## src/rtl/dpo_pkg.sv

```systemverilog
// Shared types, constants and microcode ROM for the daily permutation order block.
package dpo_pkg;

    // Element count of the permuted order; 2 .. 16.
    localparam int ORDER_LENGTH = 11;
    localparam int IDX_W        = $clog2(ORDER_LENGTH);
    localparam int MEM_DEPTH    = 2 ** IDX_W;
    localparam int NIB_W        = 4;
    localparam int FULL_W       = NIB_W * ORDER_LENGTH;
    localparam int ORDER_W      = 44;
    localparam int TS_W         = 32;
    localparam int DAY_W        = 16;
    localparam int LEFT_W       = 15;
    localparam int PC_W         = 5;

    // Day divide: 86400 = 675 * 2^7. Drop the low 7 bits, then multiply by a
    // rounded-up reciprocal of 675; exact for every magnitude up to 2^31.
    localparam int SECONDS_PER_DAY = 60 * 60 * 24;
    localparam int DAY_SHIFT       = 7;
    localparam int DAY_ODD         = SECONDS_PER_DAY >> DAY_SHIFT;
    localparam int RECIP_W         = TS_W - DAY_SHIFT;
    localparam int RECIP_SHIFT     = 34;
    localparam int PROD_W          = 2 * RECIP_W;

    typedef logic [IDX_W-1:0]         t_idx;
    typedef logic [TS_W-1:0]          t_ts;
    typedef logic signed [DAY_W-1:0]  t_day;
    typedef logic [ORDER_W-1:0]       t_order;
    typedef logic [FULL_W-1:0]        t_full;
    typedef logic [PC_W-1:0]          t_pc;

    localparam t_ts                EPOCH_RESET = 32'h5725_4700;
    localparam logic [RECIP_W-1:0] DAY_RECIP   =
        RECIP_W'(((longint'(1) << RECIP_SHIFT) + DAY_ODD - 1) / DAY_ODD);
    localparam t_idx               IDX_LAST    = IDX_W'(ORDER_LENGTH - 1);

    // Branch conditions
    typedef enum logic [3:0] {
        COND_NEVER,
        COND_ALWAYS,
        COND_NO_INPUT,
        COND_DAY_HIT,
        COND_I_NOT_LAST,
        COND_LEFT_ZERO,
        COND_RD_LT_X,
        COND_I_NONZERO,
        COND_RD_LE_Y,
        COND_I_GE_J,
        COND_OUT_BUSY
    } t_cond;

    typedef enum logic [3:0] {
        DP_NONE,
        DP_DIV_LOAD,
        DP_DIV_STEP,
        DP_DAY_SET,
        DP_LEFT_LOAD,
        DP_LEFT_DEC,
        DP_ORD_SHIFT,
        DP_CACHE,
        DP_OUT_LOAD
    } t_dp;

    typedef enum logic [2:0] {I_HOLD, I_ZERO, I_LAST, I_INC, I_DEC, I_FROM_P} t_iop;
    typedef enum logic [1:0] {J_HOLD, J_LAST, J_DEC} t_jop;
    typedef enum logic [1:0] {P_HOLD, P_ZERO, P_I_INC} t_pop;

    typedef enum logic [2:0] {
        RD_NONE, RD_ZERO, RD_LAST, RD_I, RD_I_DEC, RD_I_INC, RD_J, RD_J_DEC
    } t_rdop;

    typedef enum logic [2:0] {
        WR_NONE, WR_I_IDENT, WR_PDEC_X, WR_JINC_Y, WR_I_RDATA, WR_J_X
    } t_wrop;

    typedef struct packed {
        t_cond cond;
        t_pc   target;
        t_dp   dp;
        t_iop  i_op;
        t_jop  j_op;
        t_pop  p_op;
        t_rdop rd_op;
        logic  x_ld;
        logic  y_ld;
        t_wrop wr_op;
    } t_uword;

    // Program addresses
    localparam t_pc PC_IDLE  = 5'd0;
    localparam t_pc PC_DIV   = 5'd1;
    localparam t_pc PC_SIGN  = 5'd2;
    localparam t_pc PC_CHECK = 5'd3;
    localparam t_pc PC_INIT  = 5'd4;
    localparam t_pc PC_TOP   = 5'd5;
    localparam t_pc PC_PV0   = 5'd6;
    localparam t_pc PC_PV1   = 5'd7;
    localparam t_pc PC_PV2   = 5'd8;
    localparam t_pc PC_REV0  = 5'd9;
    localparam t_pc PC_REV1  = 5'd10;
    localparam t_pc PC_REV2  = 5'd11;
    localparam t_pc PC_REV3  = 5'd12;
    localparam t_pc PC_REV4  = 5'd13;
    localparam t_pc PC_NEXT  = 5'd14;
    localparam t_pc PC_SUC0  = 5'd15;
    localparam t_pc PC_SUC1  = 5'd16;
    localparam t_pc PC_SWP0  = 5'd17;
    localparam t_pc PC_SWP1  = 5'd18;
    localparam t_pc PC_CPY0  = 5'd19;
    localparam t_pc PC_CPY1  = 5'd20;
    localparam t_pc PC_CACHE = 5'd21;
    localparam t_pc PC_OUT   = 5'd22;
    localparam t_pc PC_RET   = 5'd23;

    localparam t_uword UW_NOP = '{
        cond: COND_NEVER, target: PC_IDLE, dp: DP_NONE, i_op: I_HOLD, j_op: J_HOLD,
        p_op: P_HOLD, rd_op: RD_NONE, x_ld: 1'b0, y_ld: 1'b0, wr_op: WR_NONE
    };

    function automatic t_full identity_order();
        t_full p;
        p = '0;
        for (int k = 0; k < ORDER_LENGTH; k++) begin
            p[NIB_W*k +: NIB_W] = NIB_W'(k);
        end
        return p;
    endfunction

    // Microcode ROM: a taken condition jumps to target, else fall through.
    function automatic t_uword ucode_rom(input t_pc pc);
        t_uword w;
        w = UW_NOP;
        case (pc)
            PC_IDLE: begin
                w.dp = DP_DIV_LOAD; w.cond = COND_NO_INPUT; w.target = PC_IDLE;
            end
            PC_DIV: begin
                w.dp = DP_DIV_STEP;
            end
            PC_SIGN: begin
                w.dp = DP_DAY_SET;
            end
            PC_CHECK: begin
                w.dp = DP_LEFT_LOAD; w.i_op = I_ZERO;
                w.cond = COND_DAY_HIT; w.target = PC_OUT;
            end
            PC_INIT: begin
                w.wr_op = WR_I_IDENT; w.i_op = I_INC;
                w.cond = COND_I_NOT_LAST; w.target = PC_INIT;
            end
            PC_TOP: begin
                w.i_op = I_LAST; w.rd_op = RD_LAST;
                w.cond = COND_LEFT_ZERO; w.target = PC_CPY0;
            end
            PC_PV0: begin
                w.x_ld = 1'b1; w.rd_op = RD_I_DEC;
            end
            PC_PV1: begin
                w.x_ld = 1'b1; w.y_ld = 1'b1; w.i_op = I_DEC;
                w.cond = COND_RD_LT_X; w.target = PC_SUC0;
            end
            PC_PV2: begin
                w.p_op = P_ZERO; w.rd_op = RD_I_DEC;
                w.cond = COND_I_NONZERO; w.target = PC_PV1;
            end
            PC_REV0: begin
                w.i_op = I_FROM_P; w.j_op = J_LAST;
            end
            PC_REV1: begin
                w.rd_op = RD_I; w.cond = COND_I_GE_J; w.target = PC_NEXT;
            end
            PC_REV2: begin
                w.x_ld = 1'b1; w.rd_op = RD_J;
            end
            PC_REV3: begin
                w.wr_op = WR_I_RDATA;
            end
            PC_REV4: begin
                w.wr_op = WR_J_X; w.i_op = I_INC; w.j_op = J_DEC;
                w.cond = COND_ALWAYS; w.target = PC_REV1;
            end
            PC_NEXT: begin
                w.dp = DP_LEFT_DEC; w.cond = COND_ALWAYS; w.target = PC_TOP;
            end
            PC_SUC0: begin
                w.p_op = P_I_INC; w.j_op = J_LAST; w.rd_op = RD_LAST;
            end
            PC_SUC1: begin
                w.x_ld = 1'b1; w.j_op = J_DEC; w.rd_op = RD_J_DEC;
                w.cond = COND_RD_LE_Y; w.target = PC_SUC1;
            end
            PC_SWP0: begin
                w.wr_op = WR_PDEC_X;
            end
            PC_SWP1: begin
                w.wr_op = WR_JINC_Y; w.cond = COND_ALWAYS; w.target = PC_REV0;
            end
            PC_CPY0: begin
                w.i_op = I_ZERO; w.rd_op = RD_ZERO;
            end
            PC_CPY1: begin
                w.dp = DP_ORD_SHIFT; w.rd_op = RD_I_INC; w.i_op = I_INC;
                w.cond = COND_I_NOT_LAST; w.target = PC_CPY1;
            end
            PC_CACHE: begin
                w.dp = DP_CACHE;
            end
            PC_OUT: begin
                w.dp = DP_OUT_LOAD; w.cond = COND_OUT_BUSY; w.target = PC_OUT;
            end
            PC_RET: begin
                w.cond = COND_ALWAYS; w.target = PC_IDLE;
            end
            default: begin
                w.cond = COND_ALWAYS; w.target = PC_IDLE;
            end
        endcase
        return w;
    endfunction

endpackage

```

## src/rtl/daily_permutation_order.sv

```systemverilog
// Daily permutation order: microcoded day-index divider and lexicographic stepper.
// A repeated day index runs magnitude load, reciprocal multiply by 1/86400, sign fix,
//   cache check and an output load that waits while the held result is stalled.
// A new day index adds an identity fill, one permutation step per day, a copy into the
//   cached order and a cache update; the element memory sets the cost of each step.
// The next transaction is taken only in idle, after the result loads and a return step.
// Reset (synchronous, active low): epoch back to its default, cache holds day -1 / identity.
module daily_permutation_order (
    input  logic                    i_clk,
    input  logic                    i_rst_n,
    // configuration write channel
    input  logic                    i_cfg_valid,
    output logic                    o_cfg_ready,
    input  dpo_pkg::t_ts            i_cfg_data,
    // timestamp input channel
    input  logic                    i_in_valid,
    output logic                    o_in_stall,
    input  dpo_pkg::t_ts            i_timestamp,
    // result channel
    output logic                    o_out_valid,
    input  logic                    i_out_stall,
    output dpo_pkg::t_order         o_order_packed,
    output dpo_pkg::t_day           o_day_index
);
    import dpo_pkg::*;

    // ---------------------------------------------------------------
    // Sequencer
    // ---------------------------------------------------------------
    t_pc    r_pc, n_pc;
    t_uword uw;
    logic   take;

    // ---------------------------------------------------------------
    // Datapath registers
    // ---------------------------------------------------------------
    t_ts               r_epoch;
    t_ts               r_num;        // magnitude, becomes quotient
    logic              r_neg;
    t_day              r_day;
    t_day              r_cached_day;
    logic [LEFT_W-1:0] r_left;       // permutation steps still to apply
    t_full             r_ord;        // cached order, filled by shifting
    t_idx              r_i, r_j, r_p;
    t_idx              r_x, r_y;
    t_idx              r_rdata;
    t_idx              r_mem [MEM_DEPTH];
    logic              r_out_valid;
    t_order            r_out_order;
    t_day              r_out_day;

    // divider and sign handling
    t_ts               diff, mag;
    logic [PROD_W-1:0] prod;
    logic [DAY_W-1:0]  quo;

    // memory port controls
    logic rd_en, wr_en;
    t_idx rd_addr, wr_addr, wr_data;
    logic out_busy;

    assign o_cfg_ready    = 1'b1;
    assign o_in_stall     = (r_pc != PC_IDLE);
    assign o_out_valid    = r_out_valid;
    assign o_order_packed = r_out_order;
    assign o_day_index    = r_out_day;

    assign out_busy = r_out_valid && i_out_stall;

    always_comb begin
        uw = ucode_rom(r_pc);
    end

    // Branch condition select
    always_comb begin
        case (uw.cond)
            COND_NEVER:      take = 1'b0;
            COND_ALWAYS:     take = 1'b1;
            COND_NO_INPUT:   take = !i_in_valid;
            COND_DAY_HIT:    take = (r_day == r_cached_day);
            COND_I_NOT_LAST: take = (r_i != IDX_LAST);
            COND_LEFT_ZERO:  take = (r_left == '0);
            COND_RD_LT_X:    take = (r_rdata < r_x);
            COND_I_NONZERO:  take = (r_i != '0);
            COND_RD_LE_Y:    take = (r_rdata <= r_y);
            COND_I_GE_J:     take = (r_i >= r_j);
            COND_OUT_BUSY:   take = out_busy;
            default:         take = 1'b0;
        endcase
    end

    always_comb begin
        n_pc = take ? uw.target : r_pc + PC_W'(1);
    end

    // Divider front end: signed difference, magnitude, reciprocal multiply
    always_comb begin
        diff = i_timestamp - r_epoch;
        mag  = diff[TS_W-1] ? (~diff + TS_W'(1)) : diff;
        prod = PROD_W'(r_num[TS_W-1:DAY_SHIFT]) * PROD_W'(DAY_RECIP);
        quo  = r_num[DAY_W-1:0];
    end

    // Element memory addressing
    always_comb begin
        rd_en   = 1'b1;
        rd_addr = '0;
        case (uw.rd_op)
            RD_NONE:  rd_en   = 1'b0;
            RD_ZERO:  rd_addr = '0;
            RD_LAST:  rd_addr = IDX_LAST;
            RD_I:     rd_addr = r_i;
            RD_I_DEC: rd_addr = r_i - IDX_W'(1);
            RD_I_INC: rd_addr = r_i + IDX_W'(1);
            RD_J:     rd_addr = r_j;
            RD_J_DEC: rd_addr = r_j - IDX_W'(1);
            default:  rd_en   = 1'b0;
        endcase
    end

    always_comb begin
        wr_en   = 1'b1;
        wr_addr = r_i;
        wr_data = r_i;
        case (uw.wr_op)
            WR_NONE:    wr_en = 1'b0;
            WR_I_IDENT: begin wr_addr = r_i;              wr_data = r_i;     end
            WR_PDEC_X:  begin wr_addr = r_p - IDX_W'(1);  wr_data = r_x;     end
            WR_JINC_Y:  begin wr_addr = r_j + IDX_W'(1);  wr_data = r_y;     end
            WR_I_RDATA: begin wr_addr = r_i;              wr_data = r_rdata; end
            WR_J_X:     begin wr_addr = r_j;              wr_data = r_x;     end
            default:    wr_en = 1'b0;
        endcase
    end

    always_ff @(posedge i_clk) begin
        if (wr_en) begin
            r_mem[wr_addr] <= wr_data;
        end
        if (rd_en) begin
            r_rdata <= r_mem[rd_addr];
        end
    end

    // Control and cached state
    always_ff @(posedge i_clk) begin
        if (!i_rst_n) begin
            r_pc         <= PC_IDLE;
            r_out_valid  <= 1'b0;
            r_epoch      <= EPOCH_RESET;
            r_cached_day <= -DAY_W'(1);
            r_ord        <= identity_order();
        end else begin
            r_pc <= n_pc;
            if (i_cfg_valid) begin
                r_epoch <= i_cfg_data;
            end
            if (uw.dp == DP_ORD_SHIFT) begin
                r_ord <= {NIB_W'(r_rdata), r_ord[FULL_W-1:NIB_W]};
            end
            if (uw.dp == DP_CACHE) begin
                r_cached_day <= r_day;
            end
            if (uw.dp == DP_OUT_LOAD && !out_busy) begin
                r_out_valid <= 1'b1;
            end else if (r_out_valid && !i_out_stall) begin
                r_out_valid <= 1'b0;
            end
        end
    end

    // Datapath payload
    always_ff @(posedge i_clk) begin
        case (uw.dp)
            DP_DIV_LOAD: begin
                r_neg <= diff[TS_W-1];
                r_num <= mag;
            end
            DP_DIV_STEP:  r_num  <= TS_W'(prod[PROD_W-1:RECIP_SHIFT]);
            DP_DAY_SET:   r_day  <= r_neg ? $signed(~quo + DAY_W'(1)) : $signed(quo);
            DP_LEFT_LOAD: r_left <= r_day[DAY_W-1] ? '0 : r_day[LEFT_W-1:0];
            DP_LEFT_DEC:  r_left <= r_left - LEFT_W'(1);
            DP_OUT_LOAD: begin
                if (!out_busy) begin
                    r_out_order <= ORDER_W'(r_ord);
                    r_out_day   <= r_day;
                end
            end
            default: ;
        endcase

        case (uw.i_op)
            I_ZERO:   r_i <= '0;
            I_LAST:   r_i <= IDX_LAST;
            I_INC:    r_i <= r_i + IDX_W'(1);
            I_DEC:    r_i <= r_i - IDX_W'(1);
            I_FROM_P: r_i <= r_p;
            default:  ;
        endcase

        case (uw.j_op)
            J_LAST:  r_j <= IDX_LAST;
            J_DEC:   r_j <= r_j - IDX_W'(1);
            default: ;
        endcase

        case (uw.p_op)
            P_ZERO:  r_p <= '0;
            P_I_INC: r_p <= r_i + IDX_W'(1);
            default: ;
        endcase

        if (uw.x_ld) begin
            r_x <= r_rdata;
        end
        if (uw.y_ld) begin
            r_y <= r_rdata;
        end
    end

endmodule

```

## config.mk

```make
export PLATFORM = sky130hd
export DESIGN_NAME = daily_permutation_order
export DESIGN_NICKNAME = d
export VERILOG_FILES = /design/src/rtl/dpo_pkg.sv /design/src/rtl/daily_permutation_order.sv
export SDC_FILE = /design/constraint.sdc
export NUM_CORES = 1
export LEC_CHECK = 0
export BUFFER_PORTS_ARGS = -buffer_cell sky130_fd_sc_hd__buf_2
export CAP_MARGIN = 15
export CELL_PAD_IN_SITES_DETAIL_PLACEMENT = 1
export CELL_PAD_IN_SITES_GLOBAL_PLACEMENT = 1
export CORE_MARGIN = 4
export CORE_UTILIZATION = 50
export CTS_CLUSTER_SIZE = 20
export DETAILED_ROUTE_END_ITERATION = 10
export PLACE_DENSITY_LB_ADDON = 0.08
export REMOVE_ABC_BUFFERS = 1
export SYNTH_ARGS = -nofsm -noshare
export SYNTH_HDL_FRONTEND = slang
export SYNTH_SLANG_ARGS = --single-unit
```

## constraint.sdc

```tcl
create_clock -name i_clk -period 8.5 [get_ports i_clk]
set_input_delay 1.7 -clock i_clk [delete_from_list [all_inputs] [get_ports i_clk]]
set_output_delay 1.7 -clock i_clk [all_outputs]
set_load 0.03 [all_outputs]
```

## Word level (Yosys, flattened, before mapping)

Memories as Yosys holds them, arrays and structs flattened. A register that Yosys moved wholly into a read port is not among the register bits.
Index checks and enable logic that the tools add are counted.

| storage, ports and cells | value |
|---|---|
| bits in writable memories | 64 |
| memories | 1 |
| register bits | 242 |
| logic and storage cells | 152 |
| input port bits | 69 |

| operators by class | value |
|---|---|
| add/sub/neg operators | 10 |
| multipliers | 1 |
| mux-type cells | 27 |
| bitwise operators | 3 |
| reduce and logical (&&, ||, !) cells | 29 |
| $lt $le $gt $ge | 3 |
| eq/ne operators | 62 |

Memories:

| name | depth | width | read ports | clocked after memory_dff | write ports | line | text |
|---|---|---|---|---|---|---|---|
| r_mem | 16 | 4 | 1 | 1 | 1 | daily_permutation_order.sv:47 | `t_idx r_mem [MEM_DEPTH];` |

Operators by type and width:

| operator | number |
|---|---|
| 9-bit case mux with 14 select lines | 1 |
| 32-bit case mux with 2 select lines | 1 |
| 25-bit by 25-bit multiplier with 50-bit output, second input constant | 1 |
| 5-bit by 4-bit equality test with 1-bit output, second input constant | 8 |
| 5-bit equality test, second input constant | 7 |
| 32-bit by 1-bit adder with 32-bit output, second input constant | 1 |
| 4-bit by 3-bit equality test with 1-bit output, second input constant | 8 |
| 32-bit 2-to-1 mux | 1 |
| 32-bit NOT | 1 |
| 4-bit case mux with 8 select lines | 1 |
| 32-bit subtractor | 1 |
| 15-bit case mux with 2 select lines | 1 |
| 3-bit case mux with 5 select lines | 2 |
| 3-bit equality test, second input constant | 8 |
| 4-bit case mux with 3 select lines | 2 |
| 4-bit case mux with 6 select lines | 1 |
| 3-bit case mux with 7 select lines | 1 |
| 5-bit by 3-bit equality test with 1-bit output, second input constant | 4 |
| 4-bit case mux with 5 select lines | 1 |
| 3-bit by 2-bit equality test with 1-bit output, second input constant | 6 |
| 16-bit by 1-bit adder with 16-bit output, second input constant | 1 |
| 16-bit equality test | 1 |
| 4-bit by 2-bit equality test with 1-bit output, second input constant | 4 |
| 4-bit equality test, second input constant | 4 |
| other kinds (37) | 68 |

## Depth between registers and ports, before layout

Gate-level depths: netlist of the first run.

| depth | value |
|---|---|
| word-level depth | 7 |
| depth in mapped cells | 23 |
| mapped depth without buffers | 23 |

## Worst setup path after synthesis of the first run

Ideal clock, no wire load.

| path | value |
|---|---|
| kind | reg-to-reg |
| start | register r_num[13] |
| end | register r_num[11] (data pin) |
| arrival time | 6534 ps |
| setup slack | 1696 ps |
| required time | 8231 ps |
| stages on the path, launching flop included | 23 |
| path through | edfxtp_1 fa_1 ha_1 inv_1 fa_1 fa_1 fa_1 inv_1 fa_1 inv_1 fa_1 inv_1 ha_1 and3_1 a221oi_1 o221ai_1 or3_1 o21ai_1 o21bai_1 a221o_1 a21oi_1 xor2_1 mux2i_1 |

| between the ends | value |
|---|---|
| cells in the longest elaborated chain, start to end | 2 |

RTL lines:

| element | line | text |
|---|---|---|
| start: declaration | daily_permutation_order.sv:38 | `t_ts r_num;` |
| start signal: assignment | daily_permutation_order.sv:177 | `r_num <= mag;` |
| start signal: assignment | daily_permutation_order.sv:179 | `DP_DIV_STEP: r_num <= TS_W'(prod[PROD_W-1:RECIP_SHIFT]);` |
| 25-bit by 25-bit multiplier with 50-bit output | daily_permutation_order.sv:100 | `prod = PROD_W'(r_num[TS_W-1:DAY_SHIFT]) * PROD_W'(DAY_RECIP);` |
| 32-bit case mux with 2 select lines | daily_permutation_order.sv:174 | `case (uw.dp)` |

Every way passes these cells.
A chain may end at the register's enable or synchronous reset.

## Worst setup path after layout of the first run

| path | value |
|---|---|
| start | register r_num[10] |
| end | register r_num[11] (data pin) |

Same word-level chain as after synthesis.

==> impl_metrics.ini, run 1 <==
[worst_hold_path]
min_path_cells = 0
whs_endpoint = o_order_packed[0]
min-delay-path-class = register to register
min_from = r_ord[0]

[logic_synthesis]
yosys.cell_count.top_type = sky130_fd_sc_hd__ha_1
synthFlopType = sky130_fd_sc_hd__edfxtp_1
synth_largest_area_cell = sky130_fd_sc_hd__edfxtp_1
yosysWarningCount = 0
netlist-cell-type-count = 84
synth_area_leaders = sky130_fd_sc_hd__edfxtp_1 (24%), sky130_fd_sc_hd__ha_1 (18%), sky130_fd_sc_hd__fa_1 (13%)
synthTopCellsByCount = sky130_fd_sc_hd__ha_1 (382), sky130_fd_sc_hd__inv_1 (363), sky130_fd_sc_hd__nand2_1 (255)
synth_xor_xnor_area_share_pct = 4.08
yosys_register_bits = 310
synthAdderAreaFrac_pct = 31.4
synth.area.mux_share_pct = 3.07
netlist_area_before_placement_um2 = 26400
synthesis.area_per_instance_um2 = 9.94
synth.top_cell.area_share_pct = 24.1
async_set_or_reset_flop_fraction_in_the_synthesized_netlist_pct = 0
synth_compound_area_share_pct = 11.6
number_of_enable_type_register_cells_in_the_synthesized_netlist = 212
postSynthCellCount = 2653
synth_seq_area_share_pct = 31.6
synth-simple-area-share_pct = 11.8
largest_family_of_logic_cells_by_synthesized_area = adder cells

[critical_path]
timing.setup.critical_path_class = register to register
startpoint_type = register
worst_r2r_endpoint = r_num[11]
crit_required_ns = 8.78
reg2reg_from = r_num[10]
worstPathArrival_ns = 8.11
worstRegToRegCells = 23
end_kind = register
reg2reg_setup_slack_ns = 0.66
critPathMaxFanout = 13

[timing]
tightestPinTransition_ns = 1.04
timing_hold_violations_final = 0
layout_worst_path_cycle_share_pct = 92.2
finalCriticalPeriod_ns = 7.84
setup_tns_ns = 0
timing.fmax_mhz = 128
timing.max_slew.rel_slack_pct = 30.3
report.final.setup_viol = 0
finalClockSkew_ns = 0.0212
final-max-slew-violation-count = 0
rsz0062_at_grt = no

[finish]
diodes_inserted = 0
fill_cells = 5825
synthToLayoutAreaGrowth_pct = 9.61
nNetsFinal = 3386
post_route_cells_drive_above_1_share_pct = 8.36

[routing]
avgViaCountPerCell = 5.67
first_iter_violations = 954
route.detailed.wl_per_inst_um = 20.4
totalWireLength_um = 70600
drcViolationCount = 0
routed-via-count = 19652
drt_pass1_iterations = 6
post_route_ant_nets = 0

[global_routing]
met2_usage_pct = 44.6
largest_net_degree_at_the_start_of_global_routing = 61
use_met1_pct = 32.0
first_global_vias = 21232
wire_length_of_the_first_global_routing_pass_um = 114000
grt_util_all_layers_pct = 24.9
global_route.overflow_total = 0
antenna_found_initial = 0
top_usage_layer = met2
met3_usage_pct = 3.11

[placement]
port_buffers = 130
gp_congestion = 0.953
hpwl_um = 55500

[cts]
cts_resized = 0
clock-sinks = 310
postCtsHoldBufs = 0
tritoncts = built
cts_buffer_depth = 3
clock-root-buffer = sky130_fd_sc_hd__clkbuf_16
cts_post_setup_buffers_inserted = 0
clock_tree.htree_level_count = 2
clk-insertion-delay-late_ns = 0.55
cts.reportedPaths.clkPinSlew_ns = 0.06
cts_buffers = 36

[floorplan]
placement_rows = 83
initial_utilization_pct = 51.0
boundaryPins = 132
die_outline_height_um = 238
core_region_area_um2 = 51700
die_w_um = 238
dieArea_um2 = 56500

[flow_run]
timing.max_cap.violations = 0

[outcome]
outcome = finished, final reports clean
==> per-stage QoR <==
stage / instances / setup WS, ns / utilization (%) / area (um^2) / hold WS [ns]
2_1_floorplan: 2567 / 1.68 / - / 26000 / 0.408
3_3_place_gp: 3399 / 1.00 / 53.6 / 27700 / 0.412
6_report: 3468 / 0.663 / 55.9 / 28900 / 0.433
5_1_grt: 3468 / 0.187 / 55.9 / 28900 / 0.445
3_5_place_dp: 3399 / 0.709 / 53.6 / 27700 / 0.418
4_1_cts: 3465 / 0.656 / 55.8 / 28900 / 0.433
==> layer usage <==
layer | wire length (um) | vias to the layer above
li1 | - | 9381
met1 | 30600 | 9886
met2 | 36200 | 296
met3 | 2200 | 89
met4 | 1610 | 0
met5 | 0 | -
==> worst max path at each step <==
stage               startpoint         to  slack, ns  depth (start not counted)
floorplan            r_num[13]  r_num[11]       1.68                         22
global placement     r_num[14]  r_num[11]       1.00                         22
detailed placement   r_num[10]  r_num[11]       0.71                         23
CTS                  r_num[10]  r_num[11]       0.66                         23
global route         r_num[10]  r_num[11]       0.19                         23
finish               r_num[10]  r_num[11]       0.66                         23
==> state kept, by name, summed over array words and instances (netlist names), 15 cells and up <==
name,count
r_ord,44
o_order_packed,44
o_day_index,16
r_epoch,32
r_left,15
r_cached_day,16
r_mem,64
r_day,16
r_num,32
==> critical path, cell delays in order (launching register included) <==
cell and delay (ns):
sky130_fd_sc_hd__edfxtp_1 0.81, sky130_fd_sc_hd__inv_1 0.15, sky130_fd_sc_hd__ha_1 0.32, sky130_fd_sc_hd__ha_1 0.29, sky130_fd_sc_hd__inv_1 0.06, sky130_fd_sc_hd__fa_1 0.51, sky130_fd_sc_hd__inv_1 0.07, sky130_fd_sc_hd__fa_1 0.51
sky130_fd_sc_hd__fa_1 0.52, sky130_fd_sc_hd__fa_1 0.58, sky130_fd_sc_hd__inv_1 0.07, sky130_fd_sc_hd__fa_1 0.53, sky130_fd_sc_hd__inv_1 0.04, sky130_fd_sc_hd__ha_1 0.36, sky130_fd_sc_hd__a21o_1 0.20, sky130_fd_sc_hd__a221oi_1 0.32
sky130_fd_sc_hd__o221ai_1 0.23, sky130_fd_sc_hd__or3_1 0.35, sky130_fd_sc_hd__o21ai_1 0.48, sky130_fd_sc_hd__o21bai_1 0.26, sky130_fd_sc_hd__a221o_1 0.42, sky130_fd_sc_hd__a21oi_1 0.24, sky130_fd_sc_hd__xor2_1 0.17, sky130_fd_sc_hd__mux2i_1 0.09
==> final cells by class <==
class	count	area, um^2	share of cell area (%)
clock buffers	52	1030	3.57
clock inverters	14	130	0.450
inverters	365	1370	4.74
multi-input cells	1892	16400	56.6
flip-flops and latches	310	8330	28.8
well taps	680	851	2.94
repair buffers	155	842	2.91
==> cell usage in the layout, fill, tap and decap left out, drive strengths merged, types with 26 or more instances in the layout <==
cell	netlist	routed
dfxtp	98	98
clkbuf	66	52
a21o	43	43
mux2i	81	81
nor3	29	29
a211oi	26	26
buf	20	155
inv	364	367
ha	382	382
nand3	62	62
fa	175	175
xnor2	87	87
edfxtp	212	212
nor2	133	133
a21oi	145	145
xor2	36	36
o21ai	108	108
nand2	255	255
==> kinds of logic after synthesis <==
| kind of cell | after synthesis |
|---|---|
| and+or+nand+nor | 655 |
| adders and majority gates | 557 |
| AOI/OAI and AO/OA | 475 |
| buffers and inverters | 451 |
| DFF | 310 |
| xor gates and xnor gates | 123 |
| muxes | 81 |
| other | 1 |
Power of run 1 is left out: the tool's default activity adds up to more than one toggle a clock period on the data nets, which glitch-free logic cannot reach.
==> run 2: changes to the inputs <==
- ABC_AREA: unset -> 1
- CORE_UTILIZATION: 50 -> 48
==> run 2 against run 1 <==
Against the previous run: core utilization decreased by 2.5 points; non-clock buffer count is 15 lower; critical path depth decreased by 1; die area rose by 8.3%; worst hold slack worse by 0.0019 ns; worst setup slack better by 0.52 ns.
==> impl_metrics.ini, run 2 <==
[outcome]
outcome = finished, final reports clean

[logic_synthesis]
yosysWarningCount = 0
synthesis.area_per_instance_um2 = 8.29
synth.top_cell.area_share_pct = 23.2
synthTopCellsByCount = sky130_fd_sc_hd__nand2_1 (650), sky130_fd_sc_hd__inv_1 (632), sky130_fd_sc_hd__ha_1 (382)
synth_compound_area_share_pct = 8.03
async_set_or_reset_flop_fraction_in_the_synthesized_netlist_pct = 0
synth-simple-area-share_pct = 19.9
yosys_register_bits = 310
synthFlopType = sky130_fd_sc_hd__edfxtp_1
synth_seq_area_share_pct = 30.3
synth_largest_area_cell = sky130_fd_sc_hd__edfxtp_1
synth_xor_xnor_area_share_pct = 1.98
synth.area.mux_share_pct = 0
number_of_enable_type_register_cells_in_the_synthesized_netlist = 212
yosys.cell_count.top_type = sky130_fd_sc_hd__nand2_1
largest_family_of_logic_cells_by_synthesized_area = adder cells
synthAdderAreaFrac_pct = 30.1
synth_area_leaders = sky130_fd_sc_hd__edfxtp_1 (23%), sky130_fd_sc_hd__ha_1 (17%), sky130_fd_sc_hd__fa_1 (13%)
netlist_area_before_placement_um2 = 27500
postSynthCellCount = 3317
netlist-cell-type-count = 58

[critical_path]
crit_slowest_cell = sky130_fd_sc_hd__edfxtp_1
startpoint_type = register
critPathBufInv = 4
crit_required_ns = 8.80
timing.setup.critical_path_class = register to register
critPathMaxFanout = 13
worstPathArrival_ns = 7.62
crit_path_cell_trace = fa_1, ha_1, inv_1, fa_1, fa_1, fa_1, inv_1, fa_1, inv_1, fa_1, inv_1, ha_1, nand2_1, nor2_1, nand2_1, nor4_1, nand4_1, nand3_1, a21o_1, a21oi_1, o21ai_0, nand2_1
timing.critical_path.slowest_cell_delay_ns = 0.72
cp_common_cell = sky130_fd_sc_hd__fa_1
end_kind = register
cpLargestDelayFamily = adder cells

[global_routing]
antenna_found_initial = 1
grt_util_all_layers_pct = 27.7
global_route.overflow_total = 0
first_global_vias = 25012
largest_net_degree_at_the_start_of_global_routing = 84
wire_length_of_the_first_global_routing_pass_um = 134000

[routing]
avgViaCountPerCell = 5.38
routed-via-count = 22788
first_iter_violations = 1179
drcViolationCount = 0
post_route_ant_nets = 0
totalWireLength_um = 83500
route.detailed.wl_per_inst_um = 19.7
drt_pass1_iterations = 5

[timing]
timing_hold_violations_final = 0
finalCriticalPeriod_ns = 7.32
report.final.setup_viol = 0
layout_worst_path_cycle_share_pct = 86.1
rsz0062_at_grt = no
finalClockSkew_ns = 0.0268
tightestPinTransition_ns = 1.07
timing.max_slew.rel_slack_pct = 28.7
layout_setup_ws_ns = 1.18
timing.fmax_mhz = 137
final-max-slew-violation-count = 0
setup_tns_ns = 0

[finish]
nNetsFinal = 4072
largest-register = r_mem
most_common_cell_after_layout_fill_and_taps_aside = sky130_fd_sc_hd__nand2_1
largest_register_ffs = 64
post_route_cells_drive_above_1_share_pct = 7.25
final_cell_mix = sky130_fd_sc_hd__nand2_1 (650), sky130_fd_sc_hd__inv_1 (632), sky130_fd_sc_hd__ha_1 (382), sky130_fd_sc_hd__nor2_1 (306), sky130_fd_sc_hd__edfxtp_1 (212)
synthToLayoutAreaGrowth_pct = 9.73

[placement]
hpwl_um = 68200
gp_congestion = 0.927
port_buffers = 130
pre_cts_ws_ns = 1.18

[floorplan]
initial_utilization_pct = 48.7
placement_rows = 87
die_w_um = 247
dieArea_um2 = 61200
die_outline_height_um = 247
core_region_area_um2 = 56500
boundaryPins = 132

[cts]
cts_buffer_depth = 3
tritoncts = built
cts.reportedPaths.clkPinSlew_ns = 0.06
cts_resized = 0
postCtsHoldBufs = 0
cts_post_setup_buffers_inserted = 0
clock_tree.htree_level_count = 2
clock-sinks = 310
clk-insertion-delay-late_ns = 0.57
cts_buffers = 37
clock-root-buffer = sky130_fd_sc_hd__clkbuf_16

[flow_run]
timing.max_cap.violations = 0

[worst_hold_path]
min-delay-path-class = register to register
run 2: changes by cell type after synthesis, sizes merged, moves of 38 or more:
cell	change
mux2i	-81
nand3	+136
nand2	+402
inv	+281
nor2	+191
clkbuf	-38
o21ai	+62
xnor2	-67
run 2: final cells by class:
cell class                      count  area, um^2
Antenna cell                        1        2.50
Clock buffer                       54        1070
Clock inverter                     14         131
Fill cell                        6877       26300
Inverter                          646        2420
Multi-Input combinational cell   2311       16500
Sequential cell                   310        8330
Tap cell                          756         946
Timing Repair Buffer              140         741
run 2: layer usage:
layer	global-route usage [%]	share of wire [%]	up-vias
met3	4.83	5.3	113
met5	0	0	-
met2	49.0	49	444
li1	-	-	11025
met4	7.07	2.5	0
met1	35.3	44	11206
run 2: worst paths after layout:
kind                            startpoint                end  slack, ns  cells past startpoint
worst min-delay path              r_ord[1]  o_order_packed[1]       0.43                      0
worst max-delay path             r_num[12]          r_num[10]       1.18                     22
worst min register to register    r_ord[1]  o_order_packed[1]       0.43                      0
worst max register to register   r_num[12]          r_num[10]       1.18                     22
run 2: logic make-up (layout without fill, tap and decap cells):
group,after synthesis,in the layout
fa+ha+maj,557,557
buf+inv,696,854
flops,310,310
compound gates,402,402
other cells,1,2
xor+xnor,62,62
simple gates,1289,1289
run 2: per-stage QoR:
| step | instance area [um^2] | cells | hold WS (ns) | utilization, % |
|---|---|---|---|---|
| after floorplan | 27300 | 3267 | 0.403 | - |
| after global placement | 28900 | 4161 | 0.412 | 51.2 |
| after detailed placement | 28900 | 4161 | 0.418 | 51.2 |
| after CTS | 30100 | 4229 | 0.432 | 53.3 |
| after global routing | 30200 | 4231 | 0.441 | 53.4 |
| final | 30200 | 4232 | 0.432 | 53.4 |
Power of run 2 is left out for the same reason.
==> run 3: changes to the inputs <==
- CORE_UTILIZATION: 48 -> 49
- CTS_BUF_LIST: unset -> sky130_fd_sc_hd__clkbuf_4 sky130_fd_sc_hd__clkbuf_8
==> run 3 against run 2 <==
Against the previous run: register-to-register slack lost 0.17 ns; first-iteration DRC count shrank 13%; cell count grew 0.76%; critical path depth is the same; non-clock buffer count grew 2; worst hold slack lost 0.0058 ns; clock skew grew 0.018 ns; core utilization grew 1.3 points; die area shrank 2.0%; via count grew 1.2%; critical endpoint unchanged; largest cell class unchanged; highest routed layer is now met5.
==> impl_metrics.ini, run 3 (same netlist as run 2, synthesis figures left out) <==
[outcome]
outcome = finished, final reports clean

[global_routing]
largest_net_degree_at_the_start_of_global_routing = 84
first_global_vias = 25615
wire_length_of_the_first_global_routing_pass_um = 136000
grt_util_all_layers_pct = 28.7
global_route.overflow_total = 0
antenna_found_initial = 5

[finish]
most_common_cell_after_layout_fill_and_taps_aside = sky130_fd_sc_hd__nand2_1
synthToLayoutAreaGrowth_pct = 10.1
largest-register = r_mem
final_cell_mix = sky130_fd_sc_hd__nand2_1 (650), sky130_fd_sc_hd__inv_1 (632), sky130_fd_sc_hd__ha_1 (382), sky130_fd_sc_hd__nor2_1 (306), sky130_fd_sc_hd__edfxtp_1 (212)
utilization_of_the_core_after_routing_pct = 54.7
final_design_area_no_fill_um2 = 30300
post_route_cells_drive_above_1_share_pct = 8.42
nNetsFinal = 4093
largest_register_ffs = 64

[cts]
clock-sinks = 310
cts_resized = 0
postCtsHoldBufs = 0
cts_buffers = 56
tritoncts = built
cts.reportedPaths.clkPinSlew_ns = 0.08
clock_tree.htree_level_count = 2
cts_post_setup_buffers_inserted = 0
clk-insertion-delay-late_ns = 0.68
cts_buffer_depth = 3
clock-root-buffer = sky130_fd_sc_hd__clkbuf_8

[floorplan]
core_region_area_um2 = 55300
die_outline_height_um = 245
initial_utilization_pct = 49.7
die_w_um = 245
placement_rows = 86
dieArea_um2 = 60000
boundaryPins = 132

[timing]
finalClockSkew_ns = 0.0447
report.final.setup_viol = 0
timing.fmax_mhz = 134
setup_tns_ns = 0
timing.max_slew.rel_slack_pct = 28.7
layout_worst_path_cycle_share_pct = 88.1
finalCriticalPeriod_ns = 7.49
whs_ns = 0.426
tightestPinTransition_ns = 1.07
final-max-slew-violation-count = 0
rsz0062_at_grt = no
timing_hold_violations_final = 0

[critical_path]
cpLargestDelayFamily = adder cells
end_kind = register
worstPathArrival_ns = 7.90
crit_required_ns = 8.92
critPathMaxFanout = 13
startpoint_type = register
crit_path_cell_trace = fa_1, ha_1, inv_1, fa_1, fa_1, fa_1, inv_1, fa_1, inv_1, fa_1, inv_1, ha_1, nand2_1, nor2_1, nand2_1, nor4_1, nand4_1, nand3_1, a21o_1, a21oi_1, o21ai_0, nand2_1
critPathBufInv = 4
timing.critical_path.slowest_cell_delay_ns = 0.80
cp-startpoint = r_num[13]
cp_common_cell = sky130_fd_sc_hd__fa_1
crit_slowest_cell = sky130_fd_sc_hd__nor4_1
reg2reg_from = r_num[13]
timing.setup.critical_path_class = register to register

[routing]
avgViaCountPerCell = 5.41
route.detailed.wl_per_inst_um = 20.0
drt_pass1_iterations = 5
routed-via-count = 23052
drcViolationCount = 0
totalWireLength_um = 85300
post_route_ant_nets = 0
first_iter_violations = 1027

[placement]
placed_cell_area_um2 = 28900
gp_congestion = 0.920
hpwl_um = 69100
port_buffers = 130

[flow_run]
timing.max_cap.violations = 0

[worst_hold_path]
min-delay-path-class = register to register
min_from = r_ord[0]
## run 3: changes by cell type in the layout (fill, tap and decap cells not counted), moves of 2 or more
cell	previous run	this run
sky130_fd_sc_hd__clkbuf_16	38	0
sky130_fd_sc_hd__inv_12	0	2
sky130_fd_sc_hd__clkbuf_1	10	0
sky130_fd_sc_hd__clkinv_1	3	9
sky130_fd_sc_hd__clkbuf_4	0	13
sky130_fd_sc_hd__bufinv_16	0	3
sky130_fd_sc_hd__clkbuf_8	6	71
## run 3: per-stage QoR
step                setup WS [ns]  instances
floorplan                    2.83       3267
global placement             1.17       4155
detailed placement           1.12       4155
CTS                          1.09       4261
global route                0.561       4264
finish                       1.01       4264
## run 3: layout make-up
cell class | instances | area [um^2]
antenna | 1 | 2.50
multi-input combinational | 2311 | 16500
sequential | 310 | 8330
clock inverter | 22 | 224
clock buffer | 84 | 1070
inverter | 646 | 2420
tap | 748 | 936
timing repair buffer | 142 | 767
fill | 6838 | 25000
## run 3: path summary, 6_finish.rpt
path                            end  slack, ns  depth (start not counted)
setup reg to reg          r_num[10]       1.01                         22
setup / recovery          r_num[10]       1.01                         22
hold reg to reg   o_order_packed[0]       0.43                          0
hold / removal    o_order_packed[0]       0.43                          0
## run 3: metal layers
metal / GRT usage, % / routed length, um
met5: 0 / 27
met4: 9.73 / 2870
met3: 5.87 / 4660
met2: 50.7 / 41500
met1: 34.9 / 36200
Power of run 3 is left out for the same reason.
